==> src/rtl/detection_wake_qualifier_macros.svh <==
// Assertion macros for the detection wake qualifier.
// Each macro expects clk_i in the scope where it is used; DWQ_ASSERT also expects rst_ni.
`ifndef DETECTION_WAKE_QUALIFIER_MACROS_SVH
`define DETECTION_WAKE_QUALIFIER_MACROS_SVH

`ifndef SYNTHESIS

`define DWQ_ASSERT(label, prop, msg) \
  label: assert property (@(posedge clk_i) disable iff (!rst_ni) (prop)) else $error(msg);

`define DWQ_ASSERT_ANY(label, prop, msg) \
  label: assert property (@(posedge clk_i) (prop)) else $error(msg);

`else

`define DWQ_ASSERT(label, prop, msg)

`define DWQ_ASSERT_ANY(label, prop, msg)

`endif

`endif

==> src/rtl/dwq_pkg.sv <==
package dwq_pkg;

  localparam int unsigned ADDR_W  = 5;
  localparam int unsigned DATA_W  = 32;
  localparam int unsigned TIME_W  = 63;
  localparam int unsigned HITS_W  = 7;
  localparam int unsigned SECS_W  = 12;
  localparam int unsigned THR_W   = 32;

  localparam logic [THR_W-1:0] US_PER_SECOND = 32'd1000000;

  localparam logic [2:0] REG_TARGET_CLASS     = 3'd0;
  localparam logic [2:0] REG_SCORE_THRESHOLD  = 3'd1;
  localparam logic [2:0] REG_VALIDATE_SECONDS = 3'd2;
  localparam logic [2:0] REG_DEBOUNCE_SECONDS = 3'd3;
  localparam logic [2:0] REG_COOLDOWN_SECONDS = 3'd4;

  localparam logic [7:0]        RST_TARGET_CLASS     = 8'd0;
  localparam logic [6:0]        RST_SCORE_THRESHOLD  = 7'd75;
  localparam logic [SECS_W-1:0] RST_VALIDATE_SECONDS = 12'd2;
  localparam logic [SECS_W-1:0] RST_DEBOUNCE_SECONDS = 12'd1;
  localparam logic [SECS_W-1:0] RST_COOLDOWN_SECONDS = 12'd8;

  localparam logic [1:0] KIND_BOX    = 2'd0;
  localparam logic [1:0] KIND_UNUSED = 2'd3;

  localparam logic [1:0] QC_IDLE       = 2'd0;
  localparam logic [1:0] QC_VALIDATING = 2'd1;
  localparam logic [1:0] QC_COOLDOWN   = 2'd2;

  typedef enum logic [2:0] {
    QS_IDLE       = 3'b001,
    QS_VALIDATING = 3'b010,
    QS_COOLDOWN   = 3'b100
  } qual_state_e;

  typedef struct packed {
    logic              wake;
    logic [HITS_W-1:0] match_count;
    logic [1:0]        qual_state;
  } result_t;

  function automatic logic [1:0] state_code(input qual_state_e st);
    logic [1:0] code;
    unique case (st)
      QS_IDLE:       code = QC_IDLE;
      QS_VALIDATING: code = QC_VALIDATING;
      QS_COOLDOWN:   code = QC_COOLDOWN;
      default:       code = QC_IDLE;
    endcase
    return code;
  endfunction

  function automatic logic [THR_W-1:0] secs_to_us(input logic [SECS_W-1:0] secs);
    return THR_W'(secs) * US_PER_SECOND;
  endfunction

endpackage

==> src/rtl/detection_wake_qualifier.sv <==
// Channel  | Direction | Handshake                     | Beat
// ---------+-----------+-------------------------------+---------------------------------------
// input    | in        | in_valid_i / in_ready_o       | one detection or empty-frame marker
// result   | out       | out_valid_o / out_ready_i     | one frame result per frame_last beat
// config   | in        | APB psel/penable/pwrite/pready| one register write or read
//
// An input beat is taken every cycle while the skid register is empty; its match is counted
// at once and, on the last beat of a frame, the state update and result are formed in the
// same cycle. A result is loaded into the output register as its frame's last beat is accepted
// if free or being emptied, or from the skid register once the result ahead of it is taken.
// A two-entry output stage (result register plus skid register) lets input continue while
// a result waits; input stalls only when both entries are full.
// Reset is asynchronous and active low; it clears the configuration, state and valid
// registers, while the result data registers hold no reset value.
`include "detection_wake_qualifier_macros.svh"

module detection_wake_qualifier
  import dwq_pkg::*;
#(
  parameter int unsigned MAX_DETECTIONS = 64
) (
  input  logic                  clk_i,
  input  logic                  rst_ni,

  input  logic                  in_valid_i,
  output logic                  in_ready_o,
  input  logic [TIME_W-1:0]     frame_time_us_i,
  input  logic [1:0]            det_kind_i,
  input  logic                  det_valid_i,
  input  logic [7:0]            det_target_i,
  input  logic [6:0]            det_score_i,
  input  logic                  frame_last_i,

  output logic                  out_valid_o,
  input  logic                  out_ready_i,
  output logic                  wake_o,
  output logic [HITS_W-1:0]     match_count_o,
  output logic [1:0]            qual_state_o,

  input  logic                  psel,
  input  logic                  penable,
  input  logic                  pwrite,
  input  logic [ADDR_W-1:0]     paddr,
  input  logic [DATA_W-1:0]     pwdata,
  output logic [DATA_W-1:0]     prdata,
  output logic                  pready
);

  localparam logic [HITS_W-1:0] HIT_CAP =
    (MAX_DETECTIONS > 127) ? 7'd127 : HITS_W'(MAX_DETECTIONS);

  logic [7:0]        target_class_q;
  logic [6:0]        score_threshold_q;
  logic [SECS_W-1:0] validate_s_q, debounce_s_q, cooldown_s_q;
  logic [THR_W-1:0]  validate_us_q, debounce_us_q, cooldown_us_q;
  logic [2:0]        reg_index;
  logic              cfg_write;
  logic [THR_W-1:0]  wr_us;

  assign pready    = 1'b1;
  assign reg_index = paddr[4:2];
  assign cfg_write = psel & penable & pwrite;
  assign wr_us     = secs_to_us(pwdata[SECS_W-1:0]);

  always_ff @(posedge clk_i or negedge rst_ni) begin
    if (!rst_ni) begin
      target_class_q    <= RST_TARGET_CLASS;
      score_threshold_q <= RST_SCORE_THRESHOLD;
      validate_s_q      <= RST_VALIDATE_SECONDS;
      debounce_s_q      <= RST_DEBOUNCE_SECONDS;
      cooldown_s_q      <= RST_COOLDOWN_SECONDS;
      validate_us_q     <= secs_to_us(RST_VALIDATE_SECONDS);
      debounce_us_q     <= secs_to_us(RST_DEBOUNCE_SECONDS);
      cooldown_us_q     <= secs_to_us(RST_COOLDOWN_SECONDS);
    end else if (cfg_write) begin
      unique case (reg_index)
        REG_TARGET_CLASS:     target_class_q    <= pwdata[7:0];
        REG_SCORE_THRESHOLD:  score_threshold_q <= pwdata[6:0];
        REG_VALIDATE_SECONDS: begin
          validate_s_q  <= pwdata[SECS_W-1:0];
          validate_us_q <= wr_us;
        end
        REG_DEBOUNCE_SECONDS: begin
          debounce_s_q  <= pwdata[SECS_W-1:0];
          debounce_us_q <= wr_us;
        end
        REG_COOLDOWN_SECONDS: begin
          cooldown_s_q  <= pwdata[SECS_W-1:0];
          cooldown_us_q <= wr_us;
        end
        default: ;
      endcase
    end
  end

  always_comb begin
    unique case (reg_index)
      REG_TARGET_CLASS:     prdata = DATA_W'(target_class_q);
      REG_SCORE_THRESHOLD:  prdata = DATA_W'(score_threshold_q);
      REG_VALIDATE_SECONDS: prdata = DATA_W'(validate_s_q);
      REG_DEBOUNCE_SECONDS: prdata = DATA_W'(debounce_s_q);
      REG_COOLDOWN_SECONDS: prdata = DATA_W'(cooldown_s_q);
      default:              prdata = '0;
    endcase
  end

  qual_state_e       state_q, state_d;
  logic [TIME_W-1:0] phase_start_q, phase_start_d;
  logic [TIME_W-1:0] last_seen_q, last_seen_d;
  logic              pending_q, pending_d;
  logic              frame_hit_q, frame_hit_nx;
  logic [HITS_W-1:0] frame_hits_q, frame_hits_nx;

  logic              in_accept;
  logic              is_match, is_box, counts, detected, wake;
  logic [TIME_W-1:0] phase_eff;
  logic [TIME_W:0]   phase_diff, seen_diff;
  logic [THR_W-1:0]  phase_thr;
  logic              phase_reached, seen_reached;
  result_t           res;

  logic              out_valid_q, skid_valid_q;
  result_t           out_q, skid_q;
  logic              out_take, push;

  assign in_ready_o = ~skid_valid_q;
  assign in_accept  = in_valid_i & in_ready_o;

  assign is_box   = (det_kind_i == KIND_BOX);
  assign is_match = det_valid_i && (det_kind_i != KIND_UNUSED)
                    && (det_target_i == target_class_q) && (det_score_i > score_threshold_q);
  assign counts   = is_match && !(is_box && frame_hit_q);

  assign frame_hit_nx  = frame_hit_q | (is_match & is_box);
  assign frame_hits_nx = (counts && (frame_hits_q < HIT_CAP)) ? frame_hits_q + 7'd1
                                                               : frame_hits_q;
  assign detected      = (frame_hits_nx != '0);

  assign phase_eff  = pending_q ? frame_time_us_i : phase_start_q;
  assign phase_thr  = (state_q == QS_VALIDATING) ? validate_us_q : cooldown_us_q;
  assign phase_diff = {1'b0, frame_time_us_i} - {1'b0, phase_eff};
  assign seen_diff  = {1'b0, frame_time_us_i} - {1'b0, last_seen_q};

  assign phase_reached = !phase_diff[TIME_W]
                         && (phase_diff[TIME_W-1:0] >= {31'b0, phase_thr});
  assign seen_reached  = !seen_diff[TIME_W]
                         && (seen_diff[TIME_W-1:0] >= {31'b0, debounce_us_q});

  always_comb begin
    state_d       = state_q;
    phase_start_d = phase_eff;
    last_seen_d   = last_seen_q;
    pending_d     = 1'b0;
    wake          = 1'b0;
    unique case (state_q)
      QS_IDLE: begin
        if (detected) begin
          state_d       = QS_VALIDATING;
          phase_start_d = frame_time_us_i;
          last_seen_d   = frame_time_us_i;
        end
      end
      QS_VALIDATING: begin
        if (detected) begin
          last_seen_d = frame_time_us_i;
          if (phase_reached) begin
            wake      = 1'b1;
            state_d   = QS_COOLDOWN;
            pending_d = 1'b1;
          end
        end else if (seen_reached) begin
          state_d     = QS_IDLE;
          last_seen_d = '0;
        end
      end
      QS_COOLDOWN: begin
        if (!detected && phase_reached) begin
          state_d = QS_IDLE;
        end
      end
      default: state_d = QS_IDLE;
    endcase
  end

  assign res.wake        = wake;
  assign res.match_count = frame_hits_nx;
  assign res.qual_state  = state_code(state_d);

  always_ff @(posedge clk_i or negedge rst_ni) begin
    if (!rst_ni) begin
      state_q       <= QS_IDLE;
      phase_start_q <= '0;
      last_seen_q   <= '0;
      pending_q     <= 1'b0;
      frame_hit_q   <= 1'b0;
      frame_hits_q  <= '0;
    end else if (in_accept) begin
      if (frame_last_i) begin
        state_q       <= state_d;
        phase_start_q <= phase_start_d;
        last_seen_q   <= last_seen_d;
        pending_q     <= pending_d;
        frame_hit_q   <= 1'b0;
        frame_hits_q  <= '0;
      end else begin
        frame_hit_q  <= frame_hit_nx;
        frame_hits_q <= frame_hits_nx;
      end
    end
  end

  assign out_take = out_valid_q & out_ready_i;
  assign push     = in_accept & frame_last_i;

  always_ff @(posedge clk_i or negedge rst_ni) begin
    if (!rst_ni) begin
      out_valid_q  <= 1'b0;
      skid_valid_q <= 1'b0;
    end else if (skid_valid_q) begin
      if (out_take) begin
        skid_valid_q <= 1'b0;
      end
    end else if (push) begin
      if (!out_valid_q || out_take) begin
        out_valid_q <= 1'b1;
      end else begin
        skid_valid_q <= 1'b1;
      end
    end else if (out_take) begin
      out_valid_q <= 1'b0;
    end
  end

  always_ff @(posedge clk_i) begin
    if (skid_valid_q) begin
      if (out_take) begin
        out_q <= skid_q;
      end
    end else if (push) begin
      if (!out_valid_q || out_take) begin
        out_q <= res;
      end else begin
        skid_q <= res;
      end
    end
  end

  assign out_valid_o   = out_valid_q;
  assign wake_o        = out_q.wake;
  assign match_count_o = out_q.match_count;
  assign qual_state_o  = out_q.qual_state;

  `DWQ_ASSERT(a_skid_behind_out, skid_valid_q |-> out_valid_q, "Skid entry held without a result in front of it.")
  `DWQ_ASSERT(a_wake_in_cooldown, (out_valid_o && wake_o) |-> (qual_state_o == QC_COOLDOWN), "Wake result not reporting cooldown.")
  `DWQ_ASSERT(a_pending_in_cooldown, pending_q |-> (state_q == QS_COOLDOWN), "Cooldown start pending outside cooldown.")
  `DWQ_ASSERT(a_no_result_midframe, (in_accept && !frame_last_i && !out_valid_q && !skid_valid_q) |=> !out_valid_q, "Result produced by a mid-frame beat.")
  `DWQ_ASSERT(a_count_capped, out_valid_o |-> (match_count_o <= HIT_CAP), "Match count above its cap.")

endmodule

==> config.mk <==
export PLATFORM = sky130hd
export DESIGN_NAME = detection_wake_qualifier
export DESIGN_NICKNAME = d
export VERILOG_FILES = /design/src/rtl/dwq_pkg.sv /design/src/rtl/detection_wake_qualifier.sv
export VERILOG_INCLUDE_DIRS = /design/src /design/src/rtl
export SDC_FILE = /design/constraint.sdc
export NUM_CORES = 1
export LEC_CHECK = 0
export ABC_AREA = 1
export BUFFER_PORTS_ARGS = -buffer_cell sky130_fd_sc_hd__clkbuf_2
export CAP_MARGIN = 0
export CORE_MARGIN = 4
export CORE_UTILIZATION = 60
export DETAILED_ROUTE_END_ITERATION = 7
export GPL_ROUTABILITY_DRIVEN = 0
export PLACE_DENSITY = 0.79
export SLEW_MARGIN = 20
export SYNTH_ARGS = -nofsm -noshare
export SYNTH_HDL_FRONTEND = slang
export SYNTH_SLANG_ARGS = --single-unit
==> constraint.sdc <==
create_clock -name clk_i -period 5.1 [get_ports clk_i]
set_input_delay 0.765 -clock clk_i [delete_from_list [all_inputs] [get_ports clk_i]]
set_output_delay 0.765 -clock clk_i [all_outputs]
set_load 0.005 [all_outputs]
==> results of run 1 <==
## per-layer routing
metal  track usage, %  up-vias  wire, um
li1                 -    14200         -
met1             48.9    13200     37800
met2             51.5     1471     37800
met3             5.19      243      9470
met4             15.0        0      4600
met5                0        -         0
## layout make-up
cell class | count | area, um2
Clock inverter | 10 | 146
Tap cell | 607 | 759
Timing Repair Buffer | 280 | 1870
Multi-Input combinational cell | 3237 | 18200
Inverter | 790 | 2970
Sequential cell | 280 | 7140
Clock buffer | 48 | 890
Fill cell | 4169 | 14800
## logic make-up (layout without fill, tap and decap cells)
| logic type | after synthesis | in the layout | synth area share (%) |
|---|---|---|---|
| simple gates | 2097 | 2097 | 29.9 |
| buf+inv | 887 | 1128 | 12.4 |
| compound gates | 643 | 643 | 12.8 |
| fa+ha+maj | 307 | 307 | 14.4 |
| flops | 280 | 280 | 25.0 |
| xor+xnor | 92 | 92 | 2.82 |
| mux | 77 | 77 | 2.70 |
| other cells | 2 | 21 | 0.0263 |
## worst max-delay path: cells and delay by family, from the launching register on
family	cells	cell delay, ps
compound gates	4	550
buf+inv	6	750
mux	1	250
xor+xnor	1	100
simple gates	22	1700
fa+ha+maj	2	640
flops	1	580
## repair_timing
item | CTS | global route
endpoints found under the setup margin | 0 | 10
gates resized for setup | 0 | 65
buffers inserted | 0 | 1
hold endpoints to repair | 0 | 0
## cell usage after synthesis, types with 3 or more instances
| library cell | count |
|---|---|
| buf_4 | 28 |
| edfxtp_1 | 20 |
| ha_1 | 270 |
| mux2i_1 | 77 |
| o21ai_1 | 22 |
| a31oi_1 | 6 |
| clkbuf_1 | 51 |
| nor3_2 | 4 |
| o21ai_2 | 61 |
| o21bai_1 | 32 |
| inv_1 | 768 |
| o211ai_1 | 7 |
| nor4_1 | 4 |
| o22ai_1 | 6 |
| o21a_1 | 3 |
| a21o_1 | 8 |
| nor2_2 | 22 |
| nand4_1 | 38 |
| clkinv_1 | 8 |
| a21oi_1 | 231 |
| nand2_2 | 21 |
| nand3_1 | 159 |
| a221oi_1 | 8 |
| nor2_4 | 4 |
| nor3_1 | 31 |
| inv_2 | 14 |
| buf_12 | 6 |
| o21ai_0 | 249 |
| nand3b_1 | 11 |
| buf_1 | 5 |
| a21boi_0 | 3 |
| buf_2 | 7 |
| nand2_1 | 1504 |
| nor2_1 | 284 |
| dfstp_2 | 27 |
| dfrtp_1 | 233 |
| fa_1 | 37 |
| xor2_1 | 73 |
| xnor2_1 | 19 |
## metrics by stage
stage	instances	total power, uW	instance area (um2)
detailed placement	5193	14800	30700
CTS	5251	17200	31700
finish	5252	17700	32000
floorplan	4404	11100	28600
global route	5252	19200	32000
global placement	5193	14500	30700
## path summary, 6_finish.rpt
check	slack [ps]	endpoint	startpoint
worst max register to register	250	qual_state_o[1]	pending_q
min in group clk_i	430	last_seen_q[33]	frame_time_us_i[33]
worst min register to register	470	validate_us_q[10]	validate_us_q[10]
worst max-delay path	250	qual_state_o[1]	pending_q
max in group asynchronous	3820	cooldown_s_q[10]	rst_ni
worst min-delay path	160	state_q[2]	rst_ni
## where the power goes
group	leakage (uW)	switching [uW]	internal [uW]
clock network	0.000505	974	1350
registers	0.00348	389	3040
logic	0.0135	7540	4370
total	0.0175	8900	8760
## flip-flops by register name, indices dropped and copies added, names as in the netlist, 7 cells and up
name               cells
cooldown_s_q          12
cooldown_us_q         23
debounce_s_q          12
debounce_us_q         23
frame_hits_q           7
last_seen_q           63
match_count_o          7
phase_start_q         63
score_threshold_q      7
skid_q                10
target_class_q         8
validate_s_q          12
validate_us_q         23
==> impl_metrics.tcl, run 1 <==
set metrics [dict create \
    drt-total-wl_um 89600 \
    p_leak_uw 0.0175 \
    grt_pass1_wl_um 140000 \
    grt_util_all_layers_pct 34.2 \
    cts_tree "yes" \
    setup_tns_ps 0 \
    fin_crit_sh_pct 95.0 \
    async_flop_share_pct 92.9 \
    insertion_delay_ps 630 \
    timing.final.ws_setup_ps 254 \
    status "finished with violations" \
    timing.hold.ws_ps 160 \
    yosys_warnings 0 \
    synthFlopType "dfrtp_1" \
    worstPathMaxFanout 8 \
    worst_pin_slew_ps 1050 \
    slew_headroom_pct 29.4 \
    slowest_delay_ps 580 \
    crit_slowest_cell "dfrtp_4" \
    powerDensity_nw_per_um2 552 \
    synth_top_area_share_pct 20.4 \
    cts.reportedPaths.clkPinSlew_ps 70 \
    cp_common_cell "nand2_1" \
    n_antenna_cell 0 \
    nets 5053 \
    final_cell_mix "1,500 x nand2_1, 768 x inv_1, 277 x nor2_1" \
    critPathKind "reg -> reg" \
    core_area_um2 46900 \
    vias_per_cell 5.54 \
    syn-cell-area_um2 28600 \
    area_growth_pct 12.0 \
    crit_required_ps 5460 \
    final_antenna_net_count 0 \
    crit_path_start_kind "flop" \
    postSynthCellCount 4385 \
    finalSetupViolations 0 \
    drt_first_pass_iters 8 \
    cts_buffers 31 \
    fin_skew_ps 30.7 \
    synth-seq-cells 280 \
    hold_viol 0 \
    place_ws_ps -200 \
    pin_count 171 \
    post-route-util_pct 68.3 \
    synthDistinctLibCells 57 \
    clk_path_buf_depth 3 \
    htree_levels 1 \
    die_h_um 226 \
    vias 29100 \
    drtIter0Drc 3500 \
    yosysTopAreaCell "dfrtp_1" \
    drive_gt1_share_pct 11.6 \
    dieArea_um2 51200 \
    violations "DRC" \
    synth_area_leaders "dfrtp_1 20%, nand2_1 20%, ha_1 12%" \
    reg2reg_depth 36 \
    antenna_found_initial 0 \
    ir_worst_vdd_v 0.000343 \
    place_hpwl_um 72400 \
    cp_data_arrival_time_ps 5210 \
    cts_root_buf "clkbuf_16" \
    wl_per_cell_um 17.1 \
    drc 1 \
    final_common_cell "nand2_1" \
    synth_edf_count 20 \
    hp-class "in -> async" \
    grt_max_degree 90 \
    syn_area_per_cell_um2 6.52 \
    num_rows 79 \
    slew_violations 0 \
    overflow 0 \
    die_x_um 226 \
    cp-end-kind "flop" \
    io_buffers 127 \
    cts.sinks 280 \
    period_needed_ps 4850 \
    ys_seq_area_share_pct 25.0 \
    max_freq_mhz 206 \
    grt_pass1_vias 26700 \
    max_cap_viol_count 0 \
    cts_hold_buffers 0 \
    initial_utilization_pct 61.0 \
]
No activity file was read; power rests on OpenSTA's default activity.
==> inputs of run 2 (changes only) <==
--- a/config.mk
+++ b/config.mk
@@ -9,11 +9,13 @@
 export ABC_AREA = 1
 export BUFFER_PORTS_ARGS = -buffer_cell sky130_fd_sc_hd__clkbuf_2
 export CAP_MARGIN = 0
+export CELL_PAD_IN_SITES_DETAIL_PLACEMENT = 2
+export CELL_PAD_IN_SITES_GLOBAL_PLACEMENT = 2
 export CORE_MARGIN = 4
-export CORE_UTILIZATION = 60
+export CORE_UTILIZATION = 35
 export DETAILED_ROUTE_END_ITERATION = 7
 export GPL_ROUTABILITY_DRIVEN = 0
-export PLACE_DENSITY = 0.79
+export PLACE_DENSITY = 0.82
 export SLEW_MARGIN = 20
 export SYNTH_ARGS = -nofsm -noshare
 export SYNTH_HDL_FRONTEND = slang
==> run 2 against run 1 <==
Compared with the run above: synthesized cell count unchanged; synthesized area unchanged; the flow now stops in global routing (5_1_grt).
==> impl_metrics.tcl, run 2 <==
set metrics [dict create \
    io_buffers 127 \
    error_line "[ERROR GRT-0232] Routing congestion too high. Check the congestion heatmap in the GUI." \
    synth.most_common_cell "nand2_1" \
    synthFlopType "dfrtp_1" \
    postSynthCellCount 4385 \
    num_rows 104 \
    cts.sinks 280 \
    syn_area_per_cell_um2 6.52 \
    dpl.cell_count 5802 \
    place_hpwl_um 115000 \
    synthDistinctLibCells 57 \
    lastStage "global routing (5_1_grt)" \
    grt_max_degree 101 \
    yosysTopAreaCell "dfrtp_1" \
    async_flop_share_pct 92.9 \
    synth_top_area_share_pct 20.4 \
    htree_levels 2 \
    syn-cell-area_um2 28600 \
    cts_root_buf "clkbuf_16" \
    pin_count 171 \
    worst_endpoint_kind "register input" \
    initial_utilization_pct 35.4 \
    overflow 31 \
    antenna_found_initial 12 \
    clk_path_buf_depth 3 \
    grt_util_all_layers_pct 69.4 \
    status "stopped before the end" \
    synth_common_cells "1,504 x nand2_1, 768 x inv_1, 284 x nor2_1" \
    synth-seq-cells 280 \
    die_h_um 294 \
    ys_seq_area_share_pct 25.0 \
    cts_buffers 39 \
    synth_edf_count 20 \
    cts_hold_buffers 0 \
    synth_area_leaders "dfrtp_1 20%, nand2_1 20%, ha_1 12%" \
    yosys_warnings 0 \
    die_x_um 294 \
    postGrtWorstEndpoint "last_seen_q[10]$_DFFE_PN0P_/D" \
]
-- run 2: stage by stage --
stage                     area, um2  setup WS [ps]
after detailed placement      32500           -825
after global placement        32500           -331
after floorplan               28600            214
after CTS                     35400         0.0173
-- run 2: what timing repair did --
item                                    CTS
gates resized for setup                 243
setup buffers                            25
cloned                                    4
pin swaps                                35
endpoints found under the setup margin   84
-- run 2: cells by family after synthesis --
group | Yosys count | synth area share (%)
AOI/OAI and AO/OA | 643 | 12.8
xor gates and xnor gates | 92 | 2.82
adders and majority gates | 307 | 14.4
buffers and inverters | 887 | 12.4
DFF | 280 | 25.0
muxes | 77 | 2.70
other | 2 | 0.0263
and+or+nand+nor | 2097 | 29.9
-- run 2: layer usage --
layer / track usage (%) / overflow
met5: 21.1 / 0
met3: 54.5 / 0
met4: 69.9 / 17
met1: 68.2 / 0
met2: 86.9 / 14
==> inputs of run 3 (changes only) <==
--- a/config.mk
+++ b/config.mk
@@ -9,13 +9,11 @@
 export ABC_AREA = 1
 export BUFFER_PORTS_ARGS = -buffer_cell sky130_fd_sc_hd__clkbuf_2
 export CAP_MARGIN = 0
-export CELL_PAD_IN_SITES_DETAIL_PLACEMENT = 2
-export CELL_PAD_IN_SITES_GLOBAL_PLACEMENT = 2
 export CORE_MARGIN = 4
-export CORE_UTILIZATION = 35
+export CORE_UTILIZATION = 40
 export DETAILED_ROUTE_END_ITERATION = 7
 export GPL_ROUTABILITY_DRIVEN = 0
-export PLACE_DENSITY = 0.82
+export PLACE_DENSITY_LB_ADDON = 0.15
 export SLEW_MARGIN = 20
 export SYNTH_ARGS = -nofsm -noshare
 export SYNTH_HDL_FRONTEND = slang
==> run 3 against run 2 <==
Compared with the run above: the flow now finishes without violations.
==> impl_metrics.tcl, run 3 (synthesized netlist as in run 1, its figures left out) <==
set metrics [dict create \
    status "finished, final reports clean" \
    finalSetupViolations 0 \
    initial_utilization_pct 40.6 \
    drc 0 \
    grt_pass1_wl_um 150000 \
    die_h_um 275 \
    final_cell_mix "1,499 x nand2_1, 767 x inv_1, 272 x nor2_1" \
    path_delay_family "simple AND/OR/NAND/NOR gates" \
    hold_viol 0 \
    n_antenna_cell 0 \
    critPathKind "reg -> reg" \
    worstPathMaxFanout 6 \
    cts.sinks 280 \
    antenna_found_initial 1 \
    final_common_cell "nand2_1" \
    slew_headroom_pct 32.3 \
    crit_path_start_kind "flop" \
    die_x_um 275 \
    drt_first_pass_iters 6 \
    final_antenna_net_count 0 \
    clk_path_buf_depth 3 \
    pin_count 171 \
    drt-total-wl_um 98200 \
    htree_levels 2 \
    worst_pin_slew_ps 1010 \
    cts_buffers 35 \
    cp-end-kind "flop" \
    grt_util_all_layers_pct 25.4 \
    cp_data_arrival_time_ps 5070 \
    ir_worst_vdd_v 0.000267 \
    hp-class "in -> async" \
    insertion_delay_ps 580 \
    core_area_um2 70400 \
    slowest_delay_ps 600 \
    drtIter0Drc 2513 \
    p_leak_uw 0.0180 \
    dpl.cell_count 5583 \
    overflow 0 \
    stdcell_count 5657 \
    cts_tree "yes" \
    cts_root_buf "clkbuf_16" \
    cts.reportedPaths.clkPinSlew_ps 70 \
    regArea_um2 7140 \
    crit_required_ps 5400 \
    place_hpwl_um 80000 \
    crit_slowest_cell "dfrtp_4" \
    period_needed_ps 4780 \
    nets 5124 \
    multi_input_comb_area_um2 18300 \
    timing.hold.ws_ps 307 \
    max_freq_mhz 209 \
    vias 28200 \
    max_cap_viol_count 0 \
    wl_per_cell_um 17.4 \
    num_rows 97 \
    powerDensity_nw_per_um2 560 \
    grt_max_degree 103 \
    fin_crit_sh_pct 93.7 \
    top_regs "last_seen_q x63, phase_start_q x63" \
    area_growth_pct 16.9 \
    vias_per_cell 4.99 \
    grt_pass1_vias 25600 \
    drive_gt1_share_pct 13.4 \
    slew_violations 0 \
    n_fill_cell 7464 \
    dieArea_um2 75800 \
    fin_skew_ps 46.1 \
    cts_hold_buffers 0 \
    io_buffers 127 \
    cp.buffers_inverters 6 \
]
## run 3: metrics by stage
stage | setup slack, ps | total power [uW] | instance area [um2] | utilization (%) | TNS, ps
3_3_place_gp | -127 | 15300 | 31600 | 44.9 | -6580
2_1_floorplan | 214 | 11100 | 28600 | - | 0
5_1_grt | -45.5 | 20400 | 33400 | 47.4 | -87.0
3_5_place_dp | -186 | 15400 | 31600 | 44.9 | -8570
6_report | 324 | 18700 | 33400 | 47.4 | 0
4_1_cts | 86.6 | 18300 | 32900 | 46.7 | 0
## run 3: final timing paths
check / start / to / slack (ps) / depth (start not counted)
max: pending_q / wake_o / 320 / 29
min: rst_ni / phase_start_q[47] / 310 / 1
max reg2reg: pending_q / wake_o / 320 / 29
min reg2reg: validate_us_q[10] / validate_us_q[10] / 470 / 2
max in group asynchronous: rst_ni / cooldown_s_q[3] / 3690 / 2
min in group clk_i: validate_us_q[10] / validate_us_q[10] / 470 / 2
## run 3: routing by layer
metal  track usage [%]  part of all wire [%]  vias to the layer above  wire length [um]
li1                  -                     -                    14400                 -
met1              36.8                    47                    12900             45900
met2              40.3                    44                      825             43400
met3              2.40                   6.1                      116              5940
met4              7.14                   3.0                        2              2960
met5                 0                 0.014                        -                14
## run 3: cell type report
class,count,area share (%)
clock buffers,48,2.98
well taps,940,3.52
repair buffers,347,7.51
multi-input cells,3237,54.9
clock inverters,15,0.847
flip-flops and latches,280,21.4
inverters,790,8.89
## run 3: power by group
group	internal [uW]	switching, uW
registers	3040	346
clock network	1730	1070
logic	4700	7820
## run 3: repair_timing
action | 4_1_cts | 5_1_grt
endpoints found under the setup margin | 1 | 66
cloned | 0 | 2
gates resized for setup | 0 | 83
setup buffers | 1 | 8
pin swaps | 0 | 13
## run 3: worst reg2reg max path: cells and delay by family (launching register included)
family	cells	cell delay (ps)
buffers and inverters	6	870
AO/OA/AOI/OAI	5	740
adder cells (fa/ha/maj)	3	670
AND/OR/NAND/NOR	14	1490
flip-flops	1	600
XOR/XNOR	1	160
